--- src/rtl/zdt_pkg.sv ---
`timescale 1ns / 1ps

package zdt_pkg;

    localparam int ZONE_COUNT    = 16;
    localparam int COUNTER_WIDTH = 32;
    localparam int COORD_WIDTH   = 12;
    localparam int IDX_W         = 4;
    localparam int KIND_W        = 2;
    localparam int MASK_W        = 16;
    localparam int CALC_W        = COORD_WIDTH + 1;
    localparam int APB_DW        = 32;
    localparam int PADDR_W       = 3;

    localparam logic signed [COORD_WIDTH-1:0] X_OFFSET_RESET = COORD_WIDTH'(200);

    // Register index, taken from the word address bits of paddr.
    localparam logic [0:0] REG_X_OFFSET = 1'b0;

    localparam logic [KIND_W-1:0] KIND_NEUTRAL = KIND_W'(0);
    localparam logic [KIND_W-1:0] KIND_TIMED   = KIND_W'(1);

    typedef enum logic [2:0] {
        OP_LOAD   = 3'd0,
        OP_SAMPLE = 3'd1,
        OP_TICK   = 3'd2,
        OP_CLEAR  = 3'd3,
        OP_READ   = 3'd4
    } t_op;

    typedef struct packed {
        logic [2:0]                    op;
        logic [IDX_W-1:0]              zone_index;
        logic signed [COORD_WIDTH-1:0] point_x;
        logic signed [COORD_WIDTH-1:0] point_y;
        logic signed [COORD_WIDTH-1:0] zone_left;
        logic signed [COORD_WIDTH-1:0] zone_top;
        logic signed [COORD_WIDTH-1:0] zone_width;
        logic signed [COORD_WIDTH-1:0] zone_height;
        logic [KIND_W-1:0]             zone_kind;
        logic                          zone_enable;
    } t_in_item;

    typedef struct packed {
        logic [MASK_W-1:0]        occupied_mask;
        logic                     neutral_hit;
        logic [COUNTER_WIDTH-1:0] counter_value;
    } t_out_item;

    // Command as broadcast to the zone cells, with bounds already widened.
    typedef struct packed {
        logic [2:0]               op;
        logic [IDX_W-1:0]         idx;
        logic signed [CALC_W-1:0] px;
        logic signed [CALC_W-1:0] py;
        logic signed [CALC_W-1:0] left;
        logic signed [CALC_W-1:0] right;
        logic signed [CALC_W-1:0] top;
        logic signed [CALC_W-1:0] bottom;
        logic [KIND_W-1:0]        kind;
        logic                     en;
    } t_cmd;

endpackage

--- src/rtl/zdt_cell.sv ---
`timescale 1ns / 1ps

module zdt_cell (
    input  logic                                i_clk,
    input  logic                                i_rst_n,
    input  logic [zdt_pkg::IDX_W-1:0]           i_zone_id,
    input  logic                                i_cmd_valid,
    input  zdt_pkg::t_cmd                       i_cmd,
    input  logic                                i_hit,
    output logic                                o_hit,
    input  logic                                i_hit_all,
    input  logic [zdt_pkg::COUNTER_WIDTH-1:0]   i_rd,
    output logic [zdt_pkg::COUNTER_WIDTH-1:0]   o_rd,
    output logic                                o_occ_next
);
    import zdt_pkg::*;

    logic                     r_valid, n_valid;
    logic [KIND_W-1:0]        r_kind, n_kind;
    logic signed [CALC_W-1:0] r_left, n_left;
    logic signed [CALC_W-1:0] r_right, n_right;
    logic signed [CALC_W-1:0] r_top, n_top;
    logic signed [CALC_W-1:0] r_bottom, n_bottom;
    logic                     r_occ, n_occ;
    logic [COUNTER_WIDTH-1:0] r_cnt, n_cnt;
    logic                     w_sel;
    logic                     w_inside;
    logic                     w_neutral;

    // Half-open containment; no point matches if right <= left or bottom <= top.
    assign w_inside = (i_cmd.px >= r_left) && (i_cmd.px < r_right) &&
                      (i_cmd.py >= r_top)  && (i_cmd.py < r_bottom);
    assign w_neutral = r_valid && (r_kind == KIND_NEUTRAL) && w_inside;
    assign w_sel     = (i_cmd.idx == i_zone_id);

    assign o_hit = i_hit | (i_cmd_valid && (t_op'(i_cmd.op) == OP_SAMPLE) && w_neutral);
    assign o_rd  = i_rd | ((i_cmd_valid && (t_op'(i_cmd.op) == OP_READ) && w_sel) ?
                           r_cnt : '0);
    assign o_occ_next = n_occ;

    always_comb begin
        n_valid  = r_valid;
        n_kind   = r_kind;
        n_left   = r_left;
        n_right  = r_right;
        n_top    = r_top;
        n_bottom = r_bottom;
        n_occ    = r_occ;
        n_cnt    = r_cnt;
        if (i_cmd_valid) begin
            unique case (t_op'(i_cmd.op))
                OP_LOAD: begin
                    if (w_sel) begin
                        n_valid  = i_cmd.en;
                        n_kind   = i_cmd.kind;
                        n_left   = i_cmd.left;
                        n_right  = i_cmd.right;
                        n_top    = i_cmd.top;
                        n_bottom = i_cmd.bottom;
                        n_occ    = 1'b0;
                        n_cnt    = '0;
                    end
                end
                OP_SAMPLE: begin
                    if (i_hit_all) begin
                        n_occ = 1'b0;
                    end else if (r_valid && (r_kind == KIND_TIMED)) begin
                        n_occ = w_inside;
                    end
                end
                OP_TICK: begin
                    if (r_occ && (r_cnt != '1)) begin
                        n_cnt = r_cnt + COUNTER_WIDTH'(1);
                    end
                end
                OP_CLEAR: begin
                    if (w_sel) begin
                        n_cnt = '0;
                    end
                end
                OP_READ: begin
                end
                default: begin
                end
            endcase
        end
    end

    always_ff @(posedge i_clk) begin
        if (!i_rst_n) begin
            r_valid <= 1'b0;
            r_occ   <= 1'b0;
            r_cnt   <= '0;
        end else begin
            r_valid <= n_valid;
            r_occ   <= n_occ;
            r_cnt   <= n_cnt;
        end
    end

    always_ff @(posedge i_clk) begin
        r_kind   <= n_kind;
        r_left   <= n_left;
        r_right  <= n_right;
        r_top    <= n_top;
        r_bottom <= n_bottom;
    end

endmodule

--- src/rtl/zone_dwell_timer.sv ---
`timescale 1ns / 1ps

// Channel   Handshake                           Payload
// ------    ---------------------------------   ---------------------------------
// input     start high while busy low           i_item   (zdt_pkg::t_in_item)
// result    o_strobe high for one cycle         o_result (zdt_pkg::t_out_item)
// config    APB write: psel, penable, pwrite    pwdata[11:0] -> x_offset, paddr 0
//
// At the accepting edge the beat, with its sample shifted and its zone edges
// widened, goes into the command register. The zone cells act on it at the next
// edge, which also loads the result register, so the result is on the ports in
// the cycle after that edge.
// A new beat is taken in every cycle; busy stays low. Reset is synchronous and
// active low; it clears valid bits, occupied flags and counters at once.
// The receiver cannot stall: o_strobe marks each result for exactly one cycle.

module zone_dwell_timer (
    input  logic                          i_clk,
    input  logic                          i_rst_n,
    input  logic                          start,
    output logic                          busy,
    input  zdt_pkg::t_in_item             i_item,
    output logic                          o_strobe,
    output zdt_pkg::t_out_item            o_result,
    input  logic                          psel,
    input  logic                          penable,
    input  logic                          pwrite,
    input  logic [zdt_pkg::PADDR_W-1:0]   paddr,
    input  logic [zdt_pkg::APB_DW-1:0]    pwdata,
    output logic [zdt_pkg::APB_DW-1:0]    prdata,
    output logic                          pready
);
    import zdt_pkg::*;

    logic signed [COORD_WIDTH-1:0] r_x_offset;
    logic                          r_cmd_valid;
    t_cmd                          r_cmd, n_cmd;
    logic                          r_strobe;
    t_out_item                     r_result, n_result;
    logic                          w_accept;
    logic                          w_cfg_write;

    logic                     w_hit_chain [ZONE_COUNT+1];
    logic [COUNTER_WIDTH-1:0] w_rd_chain  [ZONE_COUNT+1];
    logic [ZONE_COUNT-1:0]    w_occ_next;

    // Every beat completes in a fixed pipeline without back-pressure.
    assign busy     = 1'b0;
    assign w_accept = start && !busy;

    // Configuration port: a single register, readable, writes complete at once.
    assign pready      = 1'b1;
    assign w_cfg_write = psel && penable && pwrite && pready &&
                         (paddr[PADDR_W-1 -: 1] == REG_X_OFFSET);
    assign prdata      = (paddr[PADDR_W-1 -: 1] == REG_X_OFFSET) ?
                         APB_DW'(r_x_offset) : '0;

    always_ff @(posedge i_clk) begin
        if (!i_rst_n) begin
            r_x_offset <= X_OFFSET_RESET;
        end else if (w_cfg_write) begin
            r_x_offset <= pwdata[COORD_WIDTH-1:0];
        end
    end

    // The sample is shifted and the zone's far edges are formed here, one bit
    // wider than the coordinates so no sum can wrap.
    always_comb begin
        n_cmd.op     = i_item.op;
        n_cmd.idx    = i_item.zone_index;
        n_cmd.px     = CALC_W'(i_item.point_x) + CALC_W'(r_x_offset);
        n_cmd.py     = CALC_W'(i_item.point_y);
        n_cmd.left   = CALC_W'(i_item.zone_left);
        n_cmd.right  = CALC_W'(i_item.zone_left) + CALC_W'(i_item.zone_width);
        n_cmd.top    = CALC_W'(i_item.zone_top);
        n_cmd.bottom = CALC_W'(i_item.zone_top) + CALC_W'(i_item.zone_height);
        n_cmd.kind   = i_item.zone_kind;
        n_cmd.en     = i_item.zone_enable;
    end

    always_ff @(posedge i_clk) begin
        if (!i_rst_n) begin
            r_cmd_valid <= 1'b0;
        end else begin
            r_cmd_valid <= w_accept;
        end
    end

    always_ff @(posedge i_clk) begin
        if (w_accept) begin
            r_cmd <= n_cmd;
        end
    end

    // The row of zone cells. The neutral-hit flag and the read bus ripple from
    // cell to cell; the final hit is fed back to every cell so that a hit in
    // any neutral zone clears all occupied flags in the same step.
    assign w_hit_chain[0] = 1'b0;
    assign w_rd_chain[0]  = '0;

    for (genvar g = 0; g < ZONE_COUNT; g++) begin : g_cell
        zdt_cell u_cell (
            .i_clk       (i_clk),
            .i_rst_n     (i_rst_n),
            .i_zone_id   (IDX_W'(g)),
            .i_cmd_valid (r_cmd_valid),
            .i_cmd       (r_cmd),
            .i_hit       (w_hit_chain[g]),
            .o_hit       (w_hit_chain[g+1]),
            .i_hit_all   (w_hit_chain[ZONE_COUNT]),
            .i_rd        (w_rd_chain[g]),
            .o_rd        (w_rd_chain[g+1]),
            .o_occ_next  (w_occ_next[g])
        );
    end

    // The mask shows the flags as they stand after the step; the read bus is
    // zero unless a read op selected a cell.
    always_comb begin
        n_result.occupied_mask = MASK_W'(w_occ_next);
        n_result.neutral_hit   = w_hit_chain[ZONE_COUNT];
        n_result.counter_value = w_rd_chain[ZONE_COUNT];
    end

    always_ff @(posedge i_clk) begin
        if (!i_rst_n) begin
            r_strobe <= 1'b0;
        end else begin
            r_strobe <= r_cmd_valid;
        end
    end

    always_ff @(posedge i_clk) begin
        if (r_cmd_valid) begin
            r_result <= n_result;
        end
    end

    assign o_strobe = r_strobe;
    assign o_result = r_result;

endmodule

--- config.mk ---
export PLATFORM = sky130hd
export DESIGN_NAME = zone_dwell_timer
export DESIGN_NICKNAME = d
export VERILOG_FILES = /design/src/rtl/zdt_pkg.sv /design/src/rtl/zdt_cell.sv /design/src/rtl/zone_dwell_timer.sv
export SDC_FILE = /design/constraint.sdc
export NUM_CORES = 2
export LEC_CHECK = 0
export ABC_AREA = 1
export BUFFER_PORTS_ARGS = -buffer_cell sky130_fd_sc_hd__buf_2
export CAP_MARGIN = 0
export CORE_ASPECT_RATIO = 2
export CORE_MARGIN = 10
export CORE_UTILIZATION = 29
export CTS_CLUSTER_SIZE = 16
export DETAILED_ROUTE_END_ITERATION = 7
export GPL_TIMING_DRIVEN = 0
export PLACE_DENSITY_LB_ADDON = 0.3
export SYNTH_ARGS = -nofsm -noshare
export SYNTH_HDL_FRONTEND = slang
export SYNTH_SLANG_ARGS = --single-unit
--- constraint.sdc ---
create_clock -name i_clk -period 6.8 [get_ports i_clk]
set_clock_uncertainty 0.1 [all_clocks]
set_input_delay 1.36 -clock i_clk [delete_from_list [all_inputs] [get_ports i_clk]]
set_output_delay 1.36 -clock i_clk [all_outputs]
set_load 0.005 [all_outputs]
---- Yosys cells after proc, flatten, opt, wreduce, memory -nomap -nowiden ----
Index checks and enable logic that the tools add are counted.
word-level totals
  bits of input ports ..................... 123
  word-level logic and storage cells ...... 687
  flip-flop bits (word level) ............. 1524
  output and inout port bits .............. 84
cells by class
  mux-type cells .......................... 145
  equality and inequality tests ........... 83
  bitwise operators ....................... 31
  $add $sub $neg .......................... 19
  magnitude comparators ................... 64
  reduce and logical (&&, ||, !) cells .... 201
operators by type and width
  operator               count
  $mux 32                49
  $pmux 32 s2            16
  $add 32x1->32 const B  16
  $ne 32x32->1 const B   16
  $or 32x32->32          15
  $ge 13x12->1           16
  $lt 12x13->1           16
  $lt 13x13->1           16
  $ge 12x12->1           16
  $logic_and 1x1->1      149
  $mux 1                 64
  $ne 2x1->1 const B     32
  $reduce_and 4->1       16
  $reduce_and 3->1       16
  $add 12x12->13         3
  $eq 2x1->1 const B     16
  $eq 4x4->1 const B     8
  $logic_not 2->1        16
  $pmux 1 s2             16
  $eq 4x3->1 const B     4
  $or 1x1->1             15
  $eq 4x2->1 const B     2
  $eq 3x2->1 const B     2
  $eq 4x1->1 const B     1
  other kinds (7)        7

---- Longest topological paths before layout ----
  depth in word-level cells ............... 24
  gate-level depth with buffers ........... 22

---- Modules after synthesis ----
Synthesis repeated with hierarchy kept, for this count alone.
second synthesis, totals
  cell total of the unflattened synthesis .. 11894
  area total of the unflattened synthesis .. 96383.7 sq um
modules (own cells, without submodules)
  module            instances  area each (sq um)  cells an instance
  zdt_cell          16         5596.6             704
  zone_dwell_timer  1          6837.8             630

---- Least setup slack after synthesis ----
OpenSTA, ideal clock, no wires.
  path kind ............................... register to register
  start point ............................. register r_cmd_valid
  end point ............................... register g_cell[9].u_cell.r_bottom[0] (enable)
  cell stages (with the launch flop) ...... 6
  buffers on the path ..................... 1
  slack ................................... 1.694 ns
  clock period less this slack ............ 5.106 ns
  required time ........................... 6.237 ns
  arrival ................................. 4.543 ns
  cells stage by stage .................... dfxtp_1 inv_1 nor2_1 clkinv_1 clkbuf_1 nor2_1
on the way
  cells in the longest elaborated chain, start to end .. 1
RTL lines
  what                        RTL line                text
  start: declaration          zone_dwell_timer.sv:36  logic r_cmd_valid;
  start signal: assignment    zone_dwell_timer.sv:85  r_cmd_valid <= w_accept;
  $reduce_and 3->1 (no line)  n/a
  end signal: assignment      zdt_cell.sv:106         r_bottom <= n_bottom;
  end: declaration            zdt_cell.sv:23          logic signed [CALC_W-1:0] r_bottom, n_bottom;
Every way passes these cells.
A chain may end at the register's enable or synchronous reset.

---- Worst setup path after layout ----
  start point ............................. register r_cmd_valid
  end point ............................... register r_result (netlist bit o_result[26]) (data pin)
on the way
  cells in the longest elaborated chain, start to end .. 18
RTL lines
  what                                  RTL line                 text
  $logic_and 1x1->1 *                   zdt_cell.sv:37           assign o_rd = i_rd | ((i_cmd_valid && (t_op'(i_cmd.op) == OP_READ) && w_sel) ?
  $logic_and 1x1->1                     zdt_cell.sv:37
  $mux 32                               zdt_cell.sv:37
  $or 32x32->32 (14 in series)          zdt_cell.sv:37
  $or 32x32->32 *                       zdt_cell.sv:37
  net g_cell[15].u_cell.o_rd (one bit)  zdt_cell.sv:13           output logic [zdt_pkg::COUNTER_WIDTH-1:0] o_rd,
  end signal: assignment                zone_dwell_timer.sv:135  r_result <= n_result;
  end: declaration                      zone_dwell_timer.sv:39   t_out_item r_result, n_result;
The timed path passes the listed nets; every way through them passes the cells marked *.

==> run metrics <==
Final Critical Period=6.81 ns; Arr. time, crit path=7.39 ns; Die ar.=0.327 sq mm; area leader, netlist=edfxtp_1; Congestion Overflow GR=0; area grow syn2layout=16.4%; most frequent cell after synthesis=nand2_1; max cap viols=7; Finished Cell Area=0.102 sq mm; Post-synth top cells=nand2_1, inv_1, edfxtp_1; HPWL Detailed=370 mm; crit-path max cell delay=1.03 ns; worst-margin pin slew=1.58 ns; status=complete, but fails checks; CP startpoint kind=flop; synth unique cells=61; DRT antenna net count=0; most used cell, CP=clkinv_1; Hold Buf Count CTS=0; largest net degree at the start of global routing=52; I/O Pins=207; Worst Slack Setup Final=-0.0118 ns; Resized cells post-CTS=0; die width=410 um; Primary FF master, synth=edfxtp_1; H-tree depth=4; placed cell area=0.0966 sq mm; yosys synthesis warning count=0; CTS Sinks=1524; Mapped Area=0.0880 sq mm; Critical-path top delay cell=o22ai_1; Vias/cell=5.23; share of layout cells above drive strength 1=6.64%; number of instances in the placed design=14800; RSZ-0062 raised after global routing=false; Final GP Congestion=1.11; EDFF count, synth=966; DRT iter0 DRCs=5620; Clock Latency Late Sink=0.90 ns; Die Span Y=799 um; DRC Markers=0; final hold viol count=0; wire length per cell=30.9 um; CP Cell Sequence=inv_1 -> nor4_2 -> clkinv_1 -> buf_2 -> nor2_2 -> clkinv_1 -> clkbuf_1 -> o22ai_1 -> a211oi_1 -> nand3_1; Finished Layout Cells=15200; Post-Syn Nets=11500; register area share after synthesis=45.7%; Slew HR=-6.65%; syn_area_per_cell=8.38 sq um; CTS clk-pin slew, worst paths=0.07 ns; P_leak=40.2 nW; Max Freq=0.147 GHz; routed wire length=469 mm; Rows=286; fill count=32200; delay-heaviest family, CP=buffers and inverters; total CTS buffers=169; first-pass GRT wire length=634 mm; number of global-route vias before repair=79000; flop and latch count out of synthesis=1524; Worst setup EP type=flop; via count=79400; Crit path required time=7.38 ns; dominant cells by area after synthesis=edfxtp_1, dfxtp_1, ha_1; CORE AREA=0.303 sq mm; Hold Crit Class=flop to flop; post-synth top area share=33.0%; nets=11900; multi-input logic area=0.0408 sq mm; # port buffers=181; hold slack final=0.362 ns; initial antenna violation count=71; total iterations of the first detailed-routing run=7; failing checks=capacitance limit, slew limit, setup timing; CTS tree=done; worst vdd ir=0.000209 V; clock tree buffer depth=4; Async SR Flop Fraction=0%; Max Slew Vio Count=30; clk root buf=clkbuf_16; Critical path buffers and inverters=5; Initial Util=29.1%; CP Class=flop to flop; Pwr Total=22.8 mW; Worst Path Max Fanout=51; GRT Util Overall=28.0%; final setup fails=1; Final period util=100%; Post-Synthesis Cells=10500; post-CTS setup buffer count=0; Sequential cell area=0.0402 sq mm; PwrDens=222 mW/mm^2
sequential cells by signal, summed over array words and instances, names as in the netlist:
signal,flops
g_cell.u_cell.r_right,208
r_cmd_valid,1
g_cell.u_cell.r_occ,16
g_cell.u_cell.r_kind,32
g_cell.u_cell.r_valid,16
r_cmd,85
g_cell.u_cell.r_left,192
o_result,49
g_cell.u_cell.r_top,192
o_strobe,1
r_x_offset,12
g_cell.u_cell.r_cnt,512
g_cell.u_cell.r_bottom,208
per-layer routing:
metal  GRT usage [%]  part of all wire (%)
met5               0                 0.044
met4            29.3                    13
met3            6.03                   5.0
met2            51.3                    51
met1            24.2                    31
area by class of cell:
type | instances | area share (%)
repair buffers | 290 | 3.34
plain buffers | 238 | 1.05
well taps | 4032 | 4.92
inverters | 1660 | 6.08
multi-input cells | 7080 | 39.8
diodes | 47 | 0.115
flip-flops and latches | 1524 | 39.2
clock inverters | 100 | 1.19
clock buffers | 196 | 4.31
layout by cell type (no fill, tap or decap), drive strengths merged, types with 5 or more instances in the layout:
cell / netlist / final
dfxtp: 558 / 558
o21a: 9 / 9
inv: 1645 / 1653
o31ai: 5 / 5
a21o: 10 / 10
a22o: 11 / 11
a211oi: 39 / 39
o211ai: 13 / 13
nand3: 388 / 388
o21ai: 396 / 396
o2111ai: 16 / 16
nand3b: 26 / 26
and3: 5 / 5
nand2: 2255 / 2255
o221ai: 5 / 5
nand4: 283 / 283
o21bai: 18 / 18
xnor2: 69 / 69
nor3: 362 / 362
edfxtp: 966 / 966
clkinvlp: 0 / 14
ha: 836 / 836
nor2: 865 / 865
a31oi: 8 / 8
clkinv: 15 / 67
o22ai: 91 / 91
diode: 0 / 47
clkbuf: 149 / 346
o41ai: 8 / 8
bufinv: 0 / 26
buf: 89 / 378
nor4: 166 / 166
a2111oi: 10 / 10
a221oi: 55 / 55
nor3b: 17 / 17
or2: 6 / 6
xor2: 193 / 193
a21oi: 888 / 888
path summary, 6_finish.rpt:
check / cells past startpoint / startpoint / to / slack [ns]
worst max-delay path: 10 / r_cmd_valid$_SDFF_PN0_ / o_result[26]$_DFFE_PP_ / -0.01
worst min-delay path: 1 / g_cell[7].u_cell.r_cnt[16]$_SDFFE_PN0P_ / g_cell[7].u_cell.r_cnt[16]$_SDFFE_PN0P_ / 0.36
worst max register to register: 10 / r_cmd_valid$_SDFF_PN0_ / o_result[26]$_DFFE_PP_ / -0.01
worst min register to register: 1 / g_cell[7].u_cell.r_cnt[16]$_SDFFE_PN0P_ / g_cell[7].u_cell.r_cnt[16]$_SDFFE_PN0P_ / 0.36
per-stage QoR:
step	setup TNS [ns]	utilization, %	setup slack, ns
finish	-0.0118	33.8	-0.0118
global route	0	33.8	0.187
CTS	0	33.8	0.498
detailed placement	0	31.9	0.537
global placement	-1495.22	31.0	-2.11
floorplan	0	-	1.69
report_power, final:
part / leakage [nW] / internal (mW) / switching, mW
registers: 13.3 / 10.0 / 0.402
logic: 24.2 / 0.749 / 1.69
clock network: 2.73 / 5.64 / 4.28
total: 40.2 / 16.4 / 6.37
logic make-up after synthesis:
group           Yosys count  share of synthesized area, %
compound gates         1594                          10.1
simple gates           4383                          21.4
xor+xnor                262                          2.61
buf+inv                1898                          8.27
other cells               2                       0.00853
flops                  1524                          45.7
fa+ha+maj               839                          12.0
(Power assumes the default switching activity.)
